### src/jcp_pkg.sv
`timescale 1ns / 1ps
`default_nettype none

package jcp_pkg;

  localparam int STICK_W    = 11;
  localparam int BTN_W      = 16;
  localparam int TIME_W     = 32;
  localparam int PERIOD_W   = 10;
  localparam int SPEED_W    = 4;
  localparam int BYTE_W     = 8;
  localparam int VEL_W      = 20;
  localparam int YAW_W      = 21;
  localparam int SM_W       = 22;
  localparam int Q_W        = 20;
  localparam int CFG_IDX_W  = 3;
  localparam int CFG_DATA_W = 16;

  localparam int DEAD_ZONE_DEF       = 30;
  localparam int AXIS_FULL_SCALE_DEF = 512;

  localparam int VEL_FULL_MM   = 500;
  localparam int YAW_FULL_MRAD = 2000;
  localparam int Q8_SHIFT      = 8;

  // trunc(x / 5) by reciprocal, exact for |x| < 2**(SM_W-1)
  localparam int              DIV5_SHIFT = SM_W + 2;
  localparam int              DIV5_MUL_W = 22;
  localparam logic [DIV5_MUL_W-1:0] DIV5_MUL =
    DIV5_MUL_W'(((64'd1 << DIV5_SHIFT) + 64'd4) / 64'd5);

  localparam logic [CFG_IDX_W-1:0] CFG_SEND_PERIOD = 3'd0;
  localparam logic [CFG_IDX_W-1:0] CFG_WALK_MASK   = 3'd1;
  localparam logic [CFG_IDX_W-1:0] CFG_SPEED_MASK  = 3'd2;
  localparam logic [CFG_IDX_W-1:0] CFG_SIT_MASK    = 3'd3;
  localparam logic [CFG_IDX_W-1:0] CFG_MODE_MASK   = 3'd4;

  localparam logic [PERIOD_W-1:0] PERIOD_RST     = 10'd10;
  localparam logic [BTN_W-1:0]    WALK_MASK_RST  = 16'h0010;
  localparam logic [BTN_W-1:0]    SPEED_MASK_RST = 16'h0020;
  localparam logic [BTN_W-1:0]    SIT_MASK_RST   = 16'h0001;
  localparam logic [BTN_W-1:0]    MODE_MASK_RST  = 16'h0008;
  localparam logic [SPEED_W-1:0]  SPEED_RST      = 4'd5;
  localparam logic [SPEED_W-1:0]  SPEED_STEP     = 4'd2;
  localparam logic [SPEED_W-1:0]  SPEED_MAX      = 4'd10;
  localparam logic [SPEED_W-1:0]  SPEED_WRAP     = 4'd2;

  localparam logic [BYTE_W-1:0] START_MARK = 8'hAA;
  localparam logic [BYTE_W-1:0] END_MARK   = 8'h55;

  localparam int PKT_BYTES = 9;
  localparam int PKT_W     = PKT_BYTES * BYTE_W;
  localparam int CNT_W     = $clog2(PKT_BYTES);
  localparam logic [CNT_W-1:0] LAST_IDX = CNT_W'(PKT_BYTES - 1);

  typedef struct packed {
    logic signed [SM_W-1:0] tv;
    logic signed [SM_W-1:0] ty;
    logic [BTN_W-1:0]       buttons;
    logic                   connected;
    logic [TIME_W-1:0]      time_ms;
  } sample_t;

  // speed_tenths * 255 / 10, truncated to a byte
  function automatic logic [BYTE_W-1:0] speed_byte(input logic [SPEED_W-1:0] v);
    logic [BYTE_W-1:0] r;
    case (v)
      4'd0:    r = 8'd0;
      4'd1:    r = 8'd25;
      4'd2:    r = 8'd51;
      4'd3:    r = 8'd76;
      4'd4:    r = 8'd102;
      4'd5:    r = 8'd127;
      4'd6:    r = 8'd153;
      4'd7:    r = 8'd178;
      4'd8:    r = 8'd204;
      4'd9:    r = 8'd229;
      4'd10:   r = 8'd255;
      4'd11:   r = 8'd24;
      4'd12:   r = 8'd50;
      4'd13:   r = 8'd75;
      4'd14:   r = 8'd101;
      default: r = 8'd126;
    endcase
    return r;
  endfunction

endpackage

`default_nettype wire

### src/joystick_command_packetizer_unit.sv
// Joystick command packetizer.
// Input channel (in_valid_i/in_ready_o): one controller sample per beat.
// Output channel (out_valid_o/out_ready_i): packet bytes, one per beat, nine per
// packet: 0xAA, velocity hi/lo, yaw hi/lo, flags, speed, XOR check, 0x55
// (packet_last_o on the end marker). Samples inside the send period give no bytes.
// Config port: cfg_we_i writes cfg_data_i to register cfg_index_i;
// write only while idle.
// Pipeline: the sample is scaled into the input register, then smoothed,
// decoded and framed into a 72-bit shift register that drives the output.
// The sample passes the input register and then the packet shift register before
// its first byte is valid; the rest follow one per cycle without stall.
// Non-sending samples pass on without waiting; a sending sample is held by the
// byte-wide packet shift register until the previous packet has gone.
// Stall: the packet holds its byte; a sending sample waits in the input register,
// with in_ready_o low, until the last byte of the previous packet goes.
// Reset: registers at their defaults, smoothed values and flags zero, speed
// five, both channels empty.
`timescale 1ns / 1ps
`default_nettype none

module joystick_command_packetizer_unit #(
  parameter int DEAD_ZONE       = jcp_pkg::DEAD_ZONE_DEF,
  parameter int AXIS_FULL_SCALE = jcp_pkg::AXIS_FULL_SCALE_DEF
) (
  input  wire logic                                  clk_i,
  input  wire logic                                  rst_ni,
  input  wire logic                                  cfg_we_i,
  input  wire logic [jcp_pkg::CFG_IDX_W-1:0]         cfg_index_i,
  input  wire logic [jcp_pkg::CFG_DATA_W-1:0]        cfg_data_i,
  input  wire logic                                  in_valid_i,
  output logic                                       in_ready_o,
  input  wire logic signed [jcp_pkg::STICK_W-1:0]    stick_forward_i,
  input  wire logic signed [jcp_pkg::STICK_W-1:0]    stick_turn_i,
  input  wire logic [jcp_pkg::BTN_W-1:0]             button_word_i,
  input  wire logic                                  pad_connected_i,
  input  wire logic [jcp_pkg::TIME_W-1:0]            time_ms_i,
  output logic                                       out_valid_o,
  input  wire logic                                  out_ready_i,
  output logic [jcp_pkg::BYTE_W-1:0]                 packet_byte_o,
  output logic                                       packet_last_o
);
  import jcp_pkg::*;

  localparam int SPAN    = AXIS_FULL_SCALE - DEAD_ZONE;
  localparam int SPAN_W  = $clog2(SPAN + 1);
  localparam int SHIFT   = STICK_W + SPAN_W;
  localparam logic [63:0] K_VEL =
    ((64'(VEL_FULL_MM) << (Q8_SHIFT + SHIFT)) + 64'(SPAN) - 64'd1) / 64'(SPAN);
  localparam logic [63:0] K_YAW =
    ((64'(YAW_FULL_MRAD) << (Q8_SHIFT + SHIFT)) + 64'(SPAN) - 64'd1) / 64'(SPAN);
  localparam int K_W     = $clog2(K_YAW + 64'd1);
  localparam int PROD_W  = STICK_W + K_W;
  localparam int CMP_W   = 17;

  // deadzone, clamp and scale to Q8 magnitude: floor(n * full * 256 / span)
  function automatic logic [Q_W-1:0] axis_mag(input logic [STICK_W-1:0] raw,
                                               input logic [K_W-1:0]     k);
    logic [STICK_W-1:0] mag;
    logic [STICK_W-1:0] nm;
    logic [STICK_W-1:0] nmc;
    logic [PROD_W-1:0]  prod;
    mag = raw[STICK_W-1] ? (~raw + STICK_W'(1)) : raw;
    nm  = mag - STICK_W'(DEAD_ZONE);
    nmc = (CMP_W'(nm) > CMP_W'(SPAN)) ? STICK_W'(SPAN) : nm;
    prod = PROD_W'(nmc) * PROD_W'(k);
    if (CMP_W'(mag) < CMP_W'(DEAD_ZONE)) begin
      return '0;
    end
    return Q_W'(prod >> SHIFT);
  endfunction

  function automatic logic signed [SM_W-1:0] div5_trunc(input logic signed [SM_W-1:0] d);
    logic [SM_W-2:0]              mag;
    logic [SM_W-1+DIV5_MUL_W-1:0] prod;
    logic [SM_W-1:0]              q;
    mag  = (SM_W-1)'(d[SM_W-1] ? -d : d);
    prod = (SM_W-1+DIV5_MUL_W)'(mag) * (SM_W-1+DIV5_MUL_W)'(DIV5_MUL);
    q    = SM_W'(prod >> DIV5_SHIFT);
    return d[SM_W-1] ? signed'(-q) : signed'(q);
  endfunction

  function automatic logic [2*BYTE_W-1:0] q8_word(input logic signed [SM_W-1:0] s);
    logic signed [SM_W-1:0] adj;
    logic signed [SM_W-1:0] sh;
    adj = s + (s[SM_W-1] ? SM_W'(255) : SM_W'(0));
    sh  = adj >>> Q8_SHIFT;
    return sh[2*BYTE_W-1:0];
  endfunction

  logic [PERIOD_W-1:0] period_q;
  logic [BTN_W-1:0]    walk_mask_q, speed_mask_q, sit_mask_q, mode_mask_q;

  logic                     a_v_q;
  sample_t                  a_q, a_d;
  logic signed [VEL_W-1:0]  vel_q, vel_d;
  logic signed [YAW_W-1:0]  yaw_q, yaw_d;
  logic                     walk_q, walk_d, lqr_q, lqr_d, sit;
  logic [SPEED_W-1:0]       speed_q, speed_d, speed_inc;
  logic [BTN_W-1:0]         prev_q, prev_d;
  logic [TIME_W-1:0]        last_send_q, elapsed;

  logic                pk_v_q;
  logic [PKT_W-1:0]    pk_q, pk_d;
  logic [CNT_W-1:0]    cnt_q;

  logic [Q_W-1:0]          fwd_mag, turn_mag;
  logic signed [SM_W-1:0]  vel_ext, yaw_ext, vel_new, yaw_new, vel_pkt, yaw_pkt;
  logic [2*BYTE_W-1:0]     vel_word, yaw_word;
  logic [BYTE_W-1:0]       flags_b, speed_b, chk_b;
  logic                    send, out_done, a_adv, in_accept;

  always_comb begin
    fwd_mag  = axis_mag(stick_forward_i, K_W'(K_VEL));
    turn_mag = axis_mag(stick_turn_i, K_W'(K_YAW));
    a_d.tv        = stick_forward_i[STICK_W-1] ? signed'(SM_W'(fwd_mag))
                                               : signed'(-SM_W'(fwd_mag));
    a_d.ty        = stick_turn_i[STICK_W-1] ? signed'(-SM_W'(turn_mag))
                                            : signed'(SM_W'(turn_mag));
    a_d.buttons   = button_word_i;
    a_d.connected = pad_connected_i;
    a_d.time_ms   = time_ms_i;
  end

  always_comb begin
    elapsed  = a_q.time_ms - last_send_q;
    send     = elapsed >= TIME_W'(period_q);
    out_done = pk_v_q && out_ready_i && (cnt_q == LAST_IDX);
    a_adv    = a_v_q && (!send || !pk_v_q || out_done);
  end

  assign in_ready_o = !a_v_q || a_adv;
  assign in_accept  = in_valid_i && in_ready_o;

  always_comb begin
    vel_ext = {{(SM_W-VEL_W){vel_q[VEL_W-1]}}, vel_q};
    yaw_ext = {{(SM_W-YAW_W){yaw_q[YAW_W-1]}}, yaw_q};
    vel_new = vel_ext + div5_trunc(a_q.tv - vel_ext);
    yaw_new = yaw_ext + div5_trunc(a_q.ty - yaw_ext);
    vel_pkt = a_q.connected ? vel_new : '0;
    yaw_pkt = a_q.connected ? yaw_new : '0;
    vel_d   = VEL_W'(vel_pkt);
    yaw_d   = YAW_W'(yaw_pkt);

    walk_d  = walk_q;
    lqr_d   = lqr_q;
    speed_d = speed_q;
    prev_d  = prev_q;
    sit     = 1'b0;
    speed_inc = speed_q + SPEED_STEP;
    if (a_q.connected) begin
      walk_d = |(a_q.buttons & walk_mask_q);
      if (|(a_q.buttons & speed_mask_q) && !(|(prev_q & speed_mask_q))) begin
        speed_d = (speed_inc > SPEED_MAX) ? SPEED_WRAP : speed_inc;
      end
      sit = |(a_q.buttons & sit_mask_q) && !(|(prev_q & sit_mask_q));
      if (|(a_q.buttons & mode_mask_q) && !(|(prev_q & mode_mask_q))) begin
        lqr_d = !lqr_q;
      end
      prev_d = a_q.buttons;
    end

    vel_word = q8_word(vel_pkt);
    yaw_word = q8_word(yaw_pkt);
    flags_b  = {5'd0, lqr_d, sit, walk_d};
    speed_b  = speed_byte(speed_d);
    chk_b    = vel_word[15:8] ^ vel_word[7:0] ^ yaw_word[15:8] ^ yaw_word[7:0]
             ^ flags_b ^ speed_b;
    pk_d     = {START_MARK, vel_word, yaw_word, flags_b, speed_b, chk_b, END_MARK};
  end

  always_ff @(posedge clk_i or negedge rst_ni) begin
    if (!rst_ni) begin
      period_q     <= PERIOD_RST;
      walk_mask_q  <= WALK_MASK_RST;
      speed_mask_q <= SPEED_MASK_RST;
      sit_mask_q   <= SIT_MASK_RST;
      mode_mask_q  <= MODE_MASK_RST;
    end else if (cfg_we_i) begin
      unique case (cfg_index_i)
        CFG_SEND_PERIOD: period_q     <= cfg_data_i[PERIOD_W-1:0];
        CFG_WALK_MASK:   walk_mask_q  <= cfg_data_i;
        CFG_SPEED_MASK:  speed_mask_q <= cfg_data_i;
        CFG_SIT_MASK:    sit_mask_q   <= cfg_data_i;
        CFG_MODE_MASK:   mode_mask_q  <= cfg_data_i;
        default: ;
      endcase
    end
  end

  always_ff @(posedge clk_i) begin
    if (in_accept) begin
      a_q <= a_d;
    end
  end

  always_ff @(posedge clk_i or negedge rst_ni) begin
    if (!rst_ni) begin
      a_v_q       <= 1'b0;
      vel_q       <= '0;
      yaw_q       <= '0;
      walk_q      <= 1'b0;
      lqr_q       <= 1'b0;
      speed_q     <= SPEED_RST;
      prev_q      <= '0;
      last_send_q <= '0;
    end else begin
      if (in_accept) begin
        a_v_q <= 1'b1;
      end else if (a_adv) begin
        a_v_q <= 1'b0;
      end
      if (a_adv) begin
        vel_q   <= vel_d;
        yaw_q   <= yaw_d;
        walk_q  <= walk_d;
        lqr_q   <= lqr_d;
        speed_q <= speed_d;
        prev_q  <= prev_d;
        if (send) begin
          last_send_q <= a_q.time_ms;
        end
      end
    end
  end

  always_ff @(posedge clk_i or negedge rst_ni) begin
    if (!rst_ni) begin
      pk_v_q <= 1'b0;
      cnt_q  <= '0;
    end else if (a_adv && send) begin
      pk_v_q <= 1'b1;
      cnt_q  <= '0;
    end else if (out_done) begin
      pk_v_q <= 1'b0;
    end else if (pk_v_q && out_ready_i) begin
      cnt_q <= cnt_q + CNT_W'(1);
    end
  end

  always_ff @(posedge clk_i) begin
    if (a_adv && send) begin
      pk_q <= pk_d;
    end else if (pk_v_q && out_ready_i) begin
      pk_q <= {pk_q[PKT_W-BYTE_W-1:0], BYTE_W'(0)};
    end
  end

  assign out_valid_o   = pk_v_q;
  assign packet_byte_o = pk_q[PKT_W-1 -: BYTE_W];
  assign packet_last_o = (cnt_q == LAST_IDX);

endmodule

`default_nettype wire

### config.mk
export PLATFORM = sky130hd
export DESIGN_NAME = joystick_command_packetizer_unit
export DESIGN_NICKNAME = d
export VERILOG_FILES = /design/src/jcp_pkg.sv /design/src/joystick_command_packetizer_unit.sv
export SDC_FILE = /design/constraint.sdc
export NUM_CORES = 2
export LEC_CHECK = 0
export BUFFER_PORTS_ARGS = -buffer_cell sky130_fd_sc_hd__buf_2
export CORE_MARGIN = 2
export CORE_UTILIZATION = 45
export CTS_CLUSTER_DIAMETER = 50
export DETAILED_ROUTE_END_ITERATION = 8
export PLACE_DENSITY_LB_ADDON = 0.1
export SLEW_MARGIN = 5
export SYNTH_ARGS = -nofsm -noshare
export SYNTH_HDL_FRONTEND = slang
export SYNTH_SLANG_ARGS = --single-unit
export TNS_END_PERCENT = 10
### constraint.sdc
create_clock -name clk_i -period 14.7 [get_ports clk_i]
set_input_delay 0 -clock clk_i [delete_from_list [all_inputs] [get_ports clk_i]]
set_output_delay 0 -clock clk_i [all_outputs]
set_load 0.05 [all_outputs]
### Word level (Yosys, flattened, before mapping)

Memories as Yosys holds them, arrays and structs flattened.
Index checks and enable logic that the tools add are counted.
Widths: inputs -> output; s select.

| storage, ports and cells | value |
|---|---|
| output and inout port bits | 11 |
| latch bits | 0 |
| bits in read-only memories | 128 |
| memories kept | 1 |
| register bits | 336 |
| bits in writable memories | 0 |

| operators by class | value |
|---|---|
| reduce and logical (&&, ||, !) cells | 37 |
| divide/modulo/power cells | 0 |
| equality and inequality tests | 6 |
| add/subtract/negate cells | 19 |
| bitwise logic cells | 14 |
| shifts and indexed selects | 0 |
| multiply operators | 4 |
| multiplexer cells | 36 |
| magnitude comparators | 6 |

Memories:

| name | depth | bits a word | read ports | clocked after Yosys merged registers in | wr ports | RTL line | text |
|---|---|---|---|---|---|---|---|
| (no name shown) | 16 | 8 | 1 | 0 | 0 | jcp_pkg.sv:67 | `case (v)` |

Operators by type and width:

| cell | number |
|---|---|
| $mux 64 | 2 |
| $mux 20 | 6 |
| $and 16x16->16 | 7 |
| $reduce_or 16->1 | 7 |
| $mux 22 | 4 |
| $mul 21x20->41 const B | 2 |
| $add 22x9->22 | 2 |
| $mux 11 | 4 |
| $neg 19->22 | 2 |
| $neg 20->22 | 2 |
| $mux 21 | 2 |
| $neg 21->21 | 2 |
| $mul 11x29->40 const B | 1 |
| $mul 11x31->40 const B | 1 |
| $ge 32x10->1 | 1 |
| $sub 32x32->32 | 1 |
| $xor 8x8->8 | 4 |
| $mux 4 | 6 |
| $add 11x1->11 const B | 2 |
| $add 20x22->22 | 1 |
| $add 21x22->22 | 1 |
| $gt 11x9->1 const B | 2 |
| $lt 11x5->1 const B | 2 |
| $not 11->11 | 2 |
| 20 further kinds | 56 |

### Depth between registers and ports, before layout

| logic depth | value |
|---|---|
| word-level depth | 16 |
| gate-level depth with buffers | 75 |
| depth with buffers taken out | 73 |

### Worst setup path before layout

No wires, ideal clock.

| path | value |
|---|---|
| path type | register -> register |
| start point | register vel_q[0] |
| end point | register pk_q[12], data pin |
| data required time | 14429 ps |
| arrival time | 14929 ps |
| stages on the path, launching flop included | 72 |
| setup time | 271 ps |
| slack | -499 ps |
| cell sequence | dfrtp_1 ha_1 fa_1 nor2b_1 o21ai_0 a21boi_0 o21ai_0 a21boi_0 o21ai_0 a21boi_0 o21ai_0 a21boi_0 nor2_1 or2_2 or3_1 nor3b_1 and2_1 nand2_1 [... 36 more ...] a31o_2 a21oi_1 xnor2_1 xor2_1 and2_1 ha_1 and3_1 nand3_1 nor2_1 a2111oi_0 nor2_1 a21oi_1 nand3_1 nand4_1 xor2_1 xnor3_1 xnor2_1 a21oi_1 |

| between the ends | value |
|---|---|
| word-level cells in the longest chain between the ends | 16 |

RTL lines:

| element | RTL line | text |
|---|---|---|
| start: declaration | joystick_command_packetizer_unit.sv:95 | `logic signed [VEL_W-1:0] vel_q, vel_d;` |
| start signal: assignment | joystick_command_packetizer_unit.sv:213 | `vel_q <= vel_d;` |
| $sub 22x20->22 | joystick_command_packetizer_unit.sv:137 | `vel_new = vel_ext + div5_trunc(a_q.tv - vel_ext);` |
| $neg 21->21 | joystick_command_packetizer_unit.sv:76 | `mag = (SM_W-1)'(d[SM_W-1] ? -d : d);` |
| $mux 21 | joystick_command_packetizer_unit.sv:76 |  |
| $mul 21x20->41 | joystick_command_packetizer_unit.sv:77 | `prod = (SM_W-1+DIV5_MUL_W)'(mag) * (SM_W-1+DIV5_MUL_W)'(DIV5_MUL);` |
| $neg 19->22 | joystick_command_packetizer_unit.sv:79 | `return d[SM_W-1] ? signed'(-q) : signed'(q);` |
| $mux 22 | joystick_command_packetizer_unit.sv:79 |  |
| $add 20x22->22 * | joystick_command_packetizer_unit.sv:137 |  |
| $mux 22 * | joystick_command_packetizer_unit.sv:139 | `vel_pkt = a_q.connected ? vel_new : '0;` |
| $mux 8 | joystick_command_packetizer_unit.sv:85 | `adj = s + (s[SM_W-1] ? SM_W'(255) : SM_W'(0));` |
| $add 22x9->22 * | joystick_command_packetizer_unit.sv:85 |  |
| $xor 8x8->8 * (3 in a row) | joystick_command_packetizer_unit.sv:166 | `chk_b = vel_word[15:8] ^ vel_word[7:0] ^ yaw_word[15:8] ^ yaw_word[7:0]` |
| $xor 8x3->8 * | joystick_command_packetizer_unit.sv:167 | `^ flags_b ^ speed_b;` |
| $xor 8x8->8 * | joystick_command_packetizer_unit.sv:167 |  |
| $mux 64 * | joystick_command_packetizer_unit.sv:241 | `if (a_adv && send) begin` |
| end signal: assignment | joystick_command_packetizer_unit.sv:242 | `pk_q <= pk_d;` |
| end signal: assignment | joystick_command_packetizer_unit.sv:244 | `pk_q <= {pk_q[PKT_W-BYTE_W-1:0], BYTE_W'(0)};` |
| end: declaration | joystick_command_packetizer_unit.sv:103 | `logic [PKT_W-1:0] pk_q, pk_d;` |

Mark *: on every way between the ends. The rest lies on a longest branch, timed or not.
A chain may end at the register's enable or synchronous reset.

### Worst setup path in the final report

Ends and elaborated chain as after synthesis.

==> summary.md <==
| Metric | Value |
|---|---|
| Area after DPL | `0.05625 mm^2` |
| Vias/cell | `5.304` |
| DP Wirelength | `115,600 um` |
| Synth warnings | `0` |
| Clock Path Buffers | `3` |
| Xor-xnor portion of the synthesized cell area | `5.821%` |
| WL per Instance | `18.22 um` |
| Global-route wire length before repair | `224,200 um` |
| Clock Latency Late Sink | `590 ps` |
| Largest net degree at the start of global routing | `88` |
| Clock Skews | `44.71 ps` |
| Post-synth EDFFs | `144` |
| # IOs | `106` |
| Global placer's final weighted congestion | `0.9215` |
| CP peak stage delay | `560 ps` |
| Syn avg cell area | `9.348 um^2` |
| Post-synthesis mux area share | `3.533%` |
| Mapped Area | `0.04890 mm^2` |
| CTS Buf Count | `44` |
| Setup violators final | `0` |
| Busiest grt layer | `met2` |
| Commonest cells after routing, fill and taps aside | `inv_1, buf_4, ha_1` |
| Via count | `40.16k` |
| Kind of critical path | `reg -> reg` |
| Worst slew margin | `20.98%` |
| Routed WL | `138,000 um` |
| Least-Margin Pin Slew | `1180 ps` |
| Tcrit/Tclk final | `99.14%` |
| Layout cells sized above 1 | `23.02%` |
| Highest clock rate | `68.62 MHz` |
| Period minus WS final | `14,570 ps` |
| Starting DRT DRC Count | `2,208` |
| Congestion Overflow GR | `0` |
| Simple logic cell fraction of the synthesized area | `12.00%` |
| Worst Setup Start Kind | `register` |
| Final cell count without fillers | `7,572` |
| GRT met2 Usage | `44.11%` |
| Worst Setup Slack, final | `127.1 ps` |
| Hold Vio Cnt, Final | `0` |
| Worst Path Required | `14,980 ps` |
| Post-synth top area share | `20.24%` |
| CTS tree | `yes` |
| Site Rows | `120` |
| Fin nets | `7,481` |
| Crit path capture type | `register` |
| CP max FO | `6` |
| Cell Count Post-Placement | `7,363` |
| First drt pass iteration count | `5` |
| Synth Area in Adders | `39.07%` |
| Antenna Nets Post-Route | `0` |
| Antenna diode count | `0` |
| Setup WS pre-CTS | `-1369 ps` |
| Layout area overhead | `24.04%` |
| Final instance area | `0.06066 mm^2` |
| Sequential fraction of the synthesis area | `18.39%` |
| Clock sink count | `333` |
| Commonest non-fill, non-tap cell in the layout | `inv_1` |
| Count of different cell masters after synthesis | `102` |
| Area leader, netlist | `ha_1` |
| CTS root buffer | `clkbuf_16` |
| CORE AREA | `0.1074 mm^2` |
| RSZ-0062 raised after global routing | `yes` |
| Clock slew at reported path FFs | `60 ps` |
| Cells after synthesis | `5,231` |
| Die Area | `0.1113 mm^2` |
| Htree depth | `2` |
| Die width | `333.7 um` |
| Number of remaining DRC errors | `0` |
| Hold crit path type | `in -> async` |
| Setup TNS | `0 ps` |
| Slew Viols, Final | `0` |
| Largest cells by area after synthesis | `ha_1, fa_1, edfxtp_1` |
| Die Y | `333.7 um` |
| Main combinational cell family by area after synthesis | `adder cells` |
| Initial antenna violation count | `0` |
| Compound-Gate Fraction of Synth Area | `13.68%` |
| Met3 Usage GRT | `2.105%` |
| Number of buffers added on ports | `105` |
| Worst path arrival time | `14,850 ps` |
| Effective utilization at floorplan | `45.55%` |
| Critical path's slowest cell | `or4b_4` |
| Max-Cap Viols | `0` |
| #FFs+latches synth | `333` |
| Main flop type after synthesis | `dfrtp_1` |
| Asr flop ratio synth | `52.55%` |
| Grt met1 use | `33.92%` |
| Status | `completed` |
| Global Route Usage Sum | `25.06%` |
| Vias in the first global route | `41.87k` |
## critical path, delay by kind of cell, from the launching register on
| kind | cells | cell delay [ps] |
|---|---|---|
| AND/OR/NAND/NOR | 19 | 3950 |
| AO/OA/AOI/OAI | 21 | 3480 |
| adder cells (fa/ha/maj) | 12 | 4310 |
| flip-flops | 1 | 400 |
| buffers and inverters | 9 | 730 |
| XOR/XNOR | 7 | 1400 |
## per-layer routing
layer | wire [um] | vias up
met5 | 0 | -
li1 | - | 19790
met3 | 4295 | 149
met4 | 2606 | 0
met1 | 63620 | 19560
met2 | 67480 | 668
## cells by family (layout without fill, tap and decap cells)
kind of cell / after synthesis / in the layout
buffers and inverters: 965 / 1874
other: 2 / 31
flip-flops: 333 / 333
AND/OR/NAND/NOR: 1187 / 1187
XOR/XNOR: 317 / 317
multiplexers: 155 / 155
adder cells (fa/ha/maj): 1251 / 1251
AO/OA/AOI/OAI: 1021 / 1021
## through the flow
step / utilization (%) / hold WS, ps
global placement: 52.40 / 75.51
detailed placement: 52.40 / 77.68
floorplan: - / -295.6
global route: 56.50 / 56.14
finish: 56.50 / 5.577
CTS: 55.40 / 9.023
## flip-flops by register name, indices dropped and copies added (netlist names)
name and flops:
a_q 93, a_v_q 1, cnt_q 4, last_send_q 32, lqr_q 1, mode_mask_q 16
out_valid_o 1, period_q 10, pk_q 65, prev_q 16, sit_mask_q 16, speed_mask_q 16
speed_q 4, vel_q 20, walk_mask_q 16, walk_q 1, yaw_q 21
## worst paths after layout
check / startpoint / to / slack, ps / cells after the start
setup / recovery: vel_q[0] / pk_q[12] / 130 / 68
hold reg to reg: pk_q[68] / pk_q[68] / 450 / 2
max in group asynchronous: rst_ni / vel_q[13] / 13430 / 3
setup reg to reg: vel_q[0] / pk_q[12] / 130 / 68
min in group clk_i: cfg_index_i[2] / period_q[1] / 40 / 5
hold / removal: rst_ni / walk_mask_q[6] / 6 / 2
## synthesized netlist by cell type (16+ instances only)
cell type  number
dfrtp_1       167
nor2b_1        47
o211ai_1       23
or3_1          42
or2_2          33
o21bai_1       29
and2_1         35
o31ai_1        38
clkbuf_1       99
mux2_2        141
fa_1          460
a221oi_1       16
nor3_1         77
a22oi_1        32
nand2b_1       34
a31oi_1        34
and3_1         42
o21ai_0       239
nor2_1        250
a21oi_1       251
nor4_1         28
nand2_1       345
a21boi_0       16
nand4_1        49
a21o_1        114
o21a_1         40
a211oi_1       23
edfxtp_1      144
ha_1          791
inv_1         848
xor2_1        106
xnor2_1       206
nand3_1       125
## what timing repair did
action,CTS,global route
setup endpoints to repair,40,40
cloned,0,0
pin swaps,90,160
setup buffers,36,22
endpoints found under the hold margin,199,0
resized for setup,158,192
hold buffers,71,0
## layout make-up
cell class	count	area, um^2
clock buffers	57	1190
flip-flops and latches	333	8994
well taps	1403	1755
multi-input cells	3962	38200
fillers	9681	46700
repair buffers	944	7053
clock inverters	23	266.5
inverters	850	3193
Power is left out: the tool's default activity adds up to more than one toggle a clock period on the data nets, which glitch-free logic cannot reach.
